`src/rtl/sis_pkg.sv`:
```
`timescale 1ns / 1ps
// ----------------------------------------------------------------------------
// sis_pkg
// Shared sizes, status codes and the cell control type for the sorted set.
// ----------------------------------------------------------------------------
package sis_pkg;

  localparam int DEPTH      = 64;
  localparam int VALUE_BITS = 16;
  localparam int IDX_W      = $clog2(DEPTH);
  localparam int CNT_W      = $clog2(DEPTH + 1);
  localparam int FIELD_W    = 7;

  localparam logic CMD_INSERT = 1'b0;
  localparam logic CMD_REMOVE = 1'b1;

  localparam logic [1:0] ST_INSERTED  = 2'd0;
  localparam logic [1:0] ST_REMOVED   = 2'd1;
  localparam logic [1:0] ST_NOT_FOUND = 2'd2;
  localparam logic [1:0] ST_FULL      = 2'd3;

  typedef logic [VALUE_BITS-1:0] value_t;

  typedef struct packed {
    logic cmp;         // latch the per-cell compare flags
    logic shift_up;    // apply an insert
    logic shift_down;  // apply a remove
  } cell_ctrl_t;

endpackage

```
`src/rtl/sorted_index_set.sv`:
```
`timescale 1ns / 1ps
// ----------------------------------------------------------------------------
// sorted_index_set
// Ascending table of index values with duplicate-friendly insert and remove.
// ----------------------------------------------------------------------------
// Input items arrive on the s_ group: s_tuser is the command (insert or
// remove) and s_tdata the value. Every item yields one result item on the m_
// group: m_tuser is the status, m_tdata the slot and the count after the item.
// An insert goes before the first held entry that is not smaller; a full
// table refuses it. A remove takes out the first equal entry, or reports that
// the value is not held. Refused and missed items report slot zero.
// Each item passes the accept, compare and apply steps in turn: the compare
// step lets every cell compare its entry with the value, and in the apply
// step the boundary decode picks the slot and the cells shift toward or
// away from it. The result is registered and appears in the cycle after the
// apply step; a new item is taken only once the previous one is applied.
// A new item is accepted while a result still waits; the shift step then holds
// until the waiting result is taken, so a stalled receiver stalls the block.
// Synchronous reset empties the table at once; no clearing pass is needed.
// ----------------------------------------------------------------------------
module sorted_index_set (
  input  logic        clk,
  input  logic        rst,
  input  logic        s_tvalid,
  output logic        s_tready,
  input  logic [15:0] s_tdata,   // [15:0] tag_value
  input  logic        s_tuser,   // [0] command
  output logic        m_tvalid,
  input  logic        m_tready,
  output logic [15:0] m_tdata,   // [6:0] position, [13:7] entry_count, rest zero
  output logic [1:0]  m_tuser    // [1:0] status
);

  localparam logic [1:0] S_IDLE  = 2'd0;
  localparam logic [1:0] S_CMP   = 2'd1;
  localparam logic [1:0] S_APPLY = 2'd2;

  logic [1:0]                state;
  logic [1:0]                state_next;
  logic                      cmd;
  sis_pkg::value_t           value;
  logic [sis_pkg::CNT_W-1:0] count;
  logic [sis_pkg::CNT_W-1:0] count_next;
  logic [sis_pkg::CNT_W-1:0] position;
  logic                      found;
  logic                      full;
  logic                      go;
  sis_pkg::cell_ctrl_t       ctrl;
  logic [1:0]                status_next;
  logic [sis_pkg::CNT_W-1:0] pos_next;
  logic [1:0]                out_status;
  logic [sis_pkg::FIELD_W-1:0] out_pos;
  logic [sis_pkg::FIELD_W-1:0] out_count;

  assign s_tready = (state == S_IDLE) && !rst;
  assign full     = (count == sis_pkg::CNT_W'(sis_pkg::DEPTH));
  assign go       = (state == S_APPLY) && (!m_tvalid || m_tready);

  assign ctrl.cmp        = (state == S_CMP);
  assign ctrl.shift_up   = go && (cmd == sis_pkg::CMD_INSERT) && !full;
  assign ctrl.shift_down = go && (cmd == sis_pkg::CMD_REMOVE) && found;

  sis_chain u_chain (
    .clk      (clk),
    .rst      (rst),
    .ctrl     (ctrl),
    .count    (count),
    .value    (value),
    .position (position),
    .found    (found)
  );

  always_comb begin
    state_next = state;
    unique case (state)
      S_IDLE:  if (s_tvalid) state_next = S_CMP;
      S_CMP:   state_next = S_APPLY;
      S_APPLY: if (go) state_next = S_IDLE;
      default: state_next = S_IDLE;
    endcase
  end

  always_comb begin
    count_next  = count;
    status_next = sis_pkg::ST_NOT_FOUND;
    pos_next    = '0;
    if (cmd == sis_pkg::CMD_INSERT) begin
      if (full) begin
        status_next = sis_pkg::ST_FULL;
      end else begin
        status_next = sis_pkg::ST_INSERTED;
        pos_next    = position;
        count_next  = count + 1'b1;
      end
    end else if (found) begin
      status_next = sis_pkg::ST_REMOVED;
      pos_next    = position;
      count_next  = count - 1'b1;
    end
  end

  always_ff @(posedge clk) begin
    if (rst) begin
      state    <= S_IDLE;
      count    <= '0;
      m_tvalid <= 1'b0;
    end else begin
      state <= state_next;
      if (go) begin
        count    <= count_next;
        m_tvalid <= 1'b1;
      end else if (m_tready) begin
        m_tvalid <= 1'b0;
      end
    end
  end

  always_ff @(posedge clk) begin
    if (s_tvalid && s_tready) begin
      cmd   <= s_tuser;
      value <= s_tdata[sis_pkg::VALUE_BITS-1:0];
    end
    if (go) begin
      out_status <= status_next;
      out_pos    <= sis_pkg::FIELD_W'(pos_next);
      out_count  <= sis_pkg::FIELD_W'(count_next);
    end
  end

  assign m_tuser = out_status;
  assign m_tdata = {2'b00, out_count, out_pos};

endmodule

```
`src/rtl/sis_cell.sv`:
```
`timescale 1ns / 1ps
// ----------------------------------------------------------------------------
// sis_cell
// One slot of the sorted table: holds an entry, compares it against the
// current value and takes the new value or a neighbor's entry when the table shifts.
// ----------------------------------------------------------------------------
module sis_cell (
  input  logic                     clk,
  input  logic                     rst,
  input  sis_pkg::cell_ctrl_t      ctrl,
  input  logic [sis_pkg::IDX_W-1:0] slot,
  input  logic [sis_pkg::CNT_W-1:0] count,
  input  sis_pkg::value_t          value,
  input  logic                     lt_prev,
  input  sis_pkg::value_t          entry_prev,
  input  sis_pkg::value_t          entry_next,
  output logic                     lt,
  output logic                     eq,
  output sis_pkg::value_t          entry
);

  logic in_range;

  assign in_range = ({1'b0, slot} < count);

  always_ff @(posedge clk) begin
    if (rst) begin
      lt <= 1'b0;
      eq <= 1'b0;
    end else if (ctrl.cmp) begin
      lt <= in_range && (entry < value);
      eq <= in_range && (entry == value);
    end
  end

  // Slots before the insert or remove point keep their entry, since the
  // less-than flags form a prefix of the chain.
  always_ff @(posedge clk) begin
    if (ctrl.shift_up && !lt) begin
      entry <= lt_prev ? value : entry_prev;
    end else if (ctrl.shift_down && !lt) begin
      entry <= entry_next;
    end
  end

endmodule

```
`src/rtl/sis_chain.sv`:
```
`timescale 1ns / 1ps
// ----------------------------------------------------------------------------
// sis_chain
// Row of table cells with the boundary decode that yields the slot of an
// insert or remove and whether a remove found its value.
// ----------------------------------------------------------------------------
module sis_chain (
  input  logic                      clk,
  input  logic                      rst,
  input  sis_pkg::cell_ctrl_t       ctrl,
  input  logic [sis_pkg::CNT_W-1:0] count,
  input  sis_pkg::value_t           value,
  output logic [sis_pkg::CNT_W-1:0] position,
  output logic                      found
);

  logic [sis_pkg::DEPTH-1:0] lt;
  logic [sis_pkg::DEPTH-1:0] eq;
  logic [sis_pkg::DEPTH-1:0] lt_prev;
  logic [sis_pkg::DEPTH-1:0] boundary;
  sis_pkg::value_t           entry [sis_pkg::DEPTH];

  genvar g;
  generate
    for (g = 0; g < sis_pkg::DEPTH; g++) begin : g_cell
      sis_pkg::value_t prev_e;
      sis_pkg::value_t next_e;

      if (g == 0) begin : g_first
        assign lt_prev[g] = 1'b1;
        assign prev_e     = value;
      end else begin : g_mid
        assign lt_prev[g] = lt[g-1];
        assign prev_e     = entry[g-1];
      end

      if (g == sis_pkg::DEPTH - 1) begin : g_last
        assign next_e = entry[g];
      end else begin : g_inner
        assign next_e = entry[g+1];
      end

      assign boundary[g] = lt_prev[g] && !lt[g];

      sis_cell u_cell (
        .clk        (clk),
        .rst        (rst),
        .ctrl       (ctrl),
        .slot       (sis_pkg::IDX_W'(g)),
        .count      (count),
        .value      (value),
        .lt_prev    (lt_prev[g]),
        .entry_prev (prev_e),
        .entry_next (next_e),
        .lt         (lt[g]),
        .eq         (eq[g]),
        .entry      (entry[g])
      );
    end
  endgenerate

  // The boundary is one-hot, at slot count when every held slot is smaller;
  // only a full table of smaller entries leaves it zero, and then position is count.
  always_comb begin
    position = (boundary == '0) ? count : '0;
    for (int i = 0; i < sis_pkg::DEPTH; i++) begin
      if (boundary[i]) begin
        position = position | sis_pkg::CNT_W'(i);
      end
    end
  end

  assign found = |(boundary & eq);

endmodule
```
`config.mk`:
```
export PLATFORM = sky130hd
export DESIGN_NAME = sorted_index_set
export DESIGN_NICKNAME = d
export VERILOG_FILES = /design/src/rtl/sis_pkg.sv /design/src/rtl/sorted_index_set.sv /design/src/rtl/sis_cell.sv /design/src/rtl/sis_chain.sv
export SDC_FILE = /design/constraint.sdc
export NUM_CORES = 2
export LEC_CHECK = 0
export BUFFER_PORTS_ARGS = -buffer_cell sky130_fd_sc_hd__buf_4
export CAP_MARGIN = 20
export CORE_MARGIN = 10
export CORE_UTILIZATION = 40
export DETAILED_ROUTE_END_ITERATION = 12
export GPL_TIMING_DRIVEN = 0
export PLACE_DENSITY = 0.51
export SLEW_MARGIN = 15
export SYNTH_ARGS = -nofsm -noshare
export SYNTH_HDL_FRONTEND = slang
export SYNTH_HIERARCHICAL = 1
export SYNTH_SLANG_ARGS = --single-unit
```
`constraint.sdc`:
```
create_clock -name clk -period 23.2 [get_ports clk]
set_input_delay 0 -clock clk [delete_from_list [all_inputs] [get_ports clk]]
set_output_delay 0 -clock clk [all_outputs]
set_load 0.02 [all_outputs]
```
==> results.py <==
metrics = {
    "status": {
        "outcome": "finished, final reports clean",
    },
    "setup_path": {
        "worstPathArrival_ps": 5190,
        "slowest_delay_ps": 870,
        "cp_max_fo": 20,
        "start_kind": "flip-flop",
        "critPathKind": "flip-flop to flip-flop",
        "crit_path_cell_trace": "nor2b_1 -> a22oi_1 -> nand4_1 -> nor2_1 -> nand4_1 -> nand2_1 -> nor2_4 -> buf_16 -> buf_12 -> nor2_1 -> nor2_2",
        "crit_path_top_delay_cell": "nor2b_1",
        "cp.required_ps": 23620,
        "worstSetupEndpointType": "flip-flop",
    },
    "synthesis": {
        "synth-seq-cells": 1195,
        "async_flop_share_pct": 0,
        "synth_top_area_share_pct": 33.50,
        "syn-mean-instance-area_um2": 9.306,
        "ys_types": 72,
        "ys_seq_area_share_pct": 36.42,
        "synthCells": 10180,
        "synth_edf_count": 1057,
        "synth_commonest_cells": "1417 x inv_1, 1346 x ha_1, 1233 x nand2_1, 1091 x o21ai_0, 1057 x edfxtp_1",
        "synth_area_um2": 94740,
        "ys_warn_count": 6,
        "synth_area_leaders": "edfxtp_1 34%, ha_1 18%, mux2i_1 11%, o21ai_0 5.8%, inv_1 5.6%",
        "synth.most_common_cell": "inv_1",
        "synth_flop_cell": "edfxtp_1",
        "synth.largest_area_cell": "edfxtp_1",
    },
    "power": {
        "switchingPower_uw": 1424,
        "p_sw_share_pct": 26.09,
        "seq_power_share_pct": 44.1,
        "comb_power_share_pct": 11.6,
        "power_frac_clock_pct": 44.3,
        "p_int_uw": 4034,
        "vdd_drop_max_v": 0.00007683,
        "power.density_nw_per_um2": 49.88,
        "leakage_uw": 0.04705,
    },
    "clock_network": {
        "cts-root-buf": "clkbuf_16",
        "postCtsSetupRepairBufs": 0,
        "clk_pin_slew_ps": 60,
        "numCtsBuffers": 151,
        "cts.path.max_buffers": 3,
        "htreeDepth": 4,
        "cts_resized": 0,
        "clock_latency_ps": 830,
        "clock-sinks": 1195,
        "cts_tree": "done",
    },
    "finish": {
        "syn_to_final_growth_pct": 15.51,
        "nets": 12360,
        "finalInstanceArea_um2": 109400,
        "post-route-util_pct": 46.49,
        "drive_gt1_share_pct": 7.260,
    },
    "drt": {
        "wl_per_cell_um": 22.24,
        "via_per_inst": 5.499,
        "firstDrtPassIters": 9,
        "antenna_left": 0,
        "wl_um": 317500,
        "num_vias": 78490,
        "drc": 0,
        "drtIter0Drc": 5753,
    },
    "hold_path": {
        "hold_class": "primary input to flip-flop",
    },
    "global_route": {
        "first_global_vias": 80420,
        "track_usage_pct": 23.84,
        "grt_pass1_wl_um": 482600,
        "grt_overflow": 0,
        "grt_start_max_net_pins": 63,
        "antenna_found_initial": 6,
    },
    "timing": {
        "relSlewSlack_pct": 19.61,
        "rsz0062_at_grt": "false",
        "hold_viol": 0,
        "final_max_slew_viol_count": 0,
        "layout_min_cycle_time_ps": 4771,
        "tightest_slew_ps": 1203,
        "setup_violations": 0,
        "fmax_mhz": 209.6,
        "clock_skew_ps": 38.14,
        "finalCritPeriodShare_pct": 20.57,
    },
    "die": {
        "num_rows": 178,
        "die_h_um": 506.7,
        "ios": 41,
        "fp.dieW_um": 506.7,
        "dieArea_um2": 256700,
        "start_util_pct": 40.24,
        "coreArea_um2": 235400,
    },
    "placed_design": {
        "portBuffers": 38,
        "placed_area_um2": 104100,
        "dp_hpwl_um": 253000,
        "gp_congestion": 0.8700,
    },
    "flow_run": {
        "drv_cap": 0,
    },
}
==> layer usage <==
| layer | wire length, um | up-vias | track usage, % |
|---|---|---|---|
| li1 | - | 37480 | - |
| met5 | 301 | - | 0 |
| met3 | 16010 | 559 | 3.005 |
| met1 | 142100 | 38360 | 31.63 |
| met4 | 10180 | 8 | 7.584 |
| met2 | 148900 | 2083 | 40.31 |
==> power groups by stage <==
| stage | clock network [uW] | logic [uW] | registers, uW |
|---|---|---|---|
| 6_report | 2420 | 634 | 2410 |
| 3_3_place_gp | 0 | 530 | 2520 |
| 4_1_cts | 2460 | 624 | 2410 |
| 5_1_grt | 2540 | 709 | 2410 |
| 3_5_place_dp | 0 | 615 | 2450 |
| 2_1_floorplan | 0 | 393 | 2450 |
==> critical path: cells and delay by family (launching register included) <==
family	cells	cell delay, ps
buffers and inverters	2	400
AO/OA/AOI/OAI	1	550
AND/OR/NAND/NOR	8	2850
flip-flops	1	500
==> layout make-up <==
class	instances	area, um^2
plain buffers	329	1735
flip-flops and latches	1195	34530
clock inverters	64	618.1
multi-input cells	7621	54760
well taps	3150	3941
fillers	22500	126000
inverters	1419	5328
diodes	6	15.01
repair buffers	272	4146
clock buffers	216	4362
==> kinds of logic (layout without fill, tap and decap cells) <==
group           Yosys count  in the layout  synth area share, %
buf+inv                1748           2300                7.455
fa+ha+maj              1346           1346                17.78
mux                    1026           1026                10.85
other cells               3            393              0.01189
compound gates         2304           2304                14.19
simple gates           2554           2554                13.26
flops                  1195           1195                36.42
xor+xnor                  4              4              0.03699
==> worst paths after layout <==
| kind | cells after the start | end | slack [ps] | start |
|---|---|---|---|---|
| max | 11 | u_chain/g_cell[42].u_cell/entry[12]$_DFFE_PP_ | 18430 | u_chain/g_cell[29].u_cell/lt$_SDFFE_PP0P_ |
| min | 3 | u_chain/g_cell[24].u_cell/eq$_SDFFE_PP0P_ | 110 | rst |
| max reg2reg | 11 | u_chain/g_cell[42].u_cell/entry[12]$_DFFE_PP_ | 18430 | u_chain/g_cell[29].u_cell/lt$_SDFFE_PP0P_ |
| min reg2reg | 2 | u_chain/g_cell[26].u_cell/entry[11]$_DFFE_PP_ | 600 | u_chain/g_cell[27].u_cell/entry[11]$_DFFE_PP_ |
==> flip-flops by register name, indices dropped and copies added, names as in the netlist, 7 cells and up <==
register / cells
u_chain/g_cell.u_cell/entry: 1024
u_chain/g_cell.u_cell/lt: 64
out_count: 7
u_chain/g_cell.u_cell/eq: 64
out_pos: 7
value: 16
count: 7
==> stage by stage <==
| stage | power (uW) | setup slack [ps] | TNS [ps] | std cells | hold slack, ps |
|---|---|---|---|---|---|
| floorplan | 2847 | 13380 | 0 | 10560 | 69.72 |
| global placement | 3047 | -1029 | -360180 | 13750 | 180.0 |
| detailed placement | 3069 | 18540 | 0 | 13950 | 179.4 |
| CTS | 5497 | 18540 | 0 | 14270 | 28.56 |
| global route | 5662 | 18350 | 0 | 14270 | 91.68 |
| finish | 5458 | 18430 | 0 | 14270 | 105.2 |
==> timing repair <==
item,in CTS,in global routing
setup endpoints to repair,0,0
endpoints found under the hold margin,170,0
hold buffers,38,0
==> cells in the final DEF (no fill, tap or decap), types with 66 or more instances in the layout <==
cell	count
inv_1	1417
ha_1	1346
nand2_1	1233
o21ai_0	1091
edfxtp_1	1057
mux2i_1	1024
a21oi_1	522
conb_1	387
nor2b_1	307
a21o_1	259
clkbuf_1	233
nor2_1	222
buf_4	190
clkbuf_16	158
nand4_1	142
nand2b_1	136
nand3_1	132
dfxtp_1	131
buf_8	102
nor3_1	67
and3_1	66
and4_1	66
o211ai_1	66
Power figures use the tool's default switching activity.
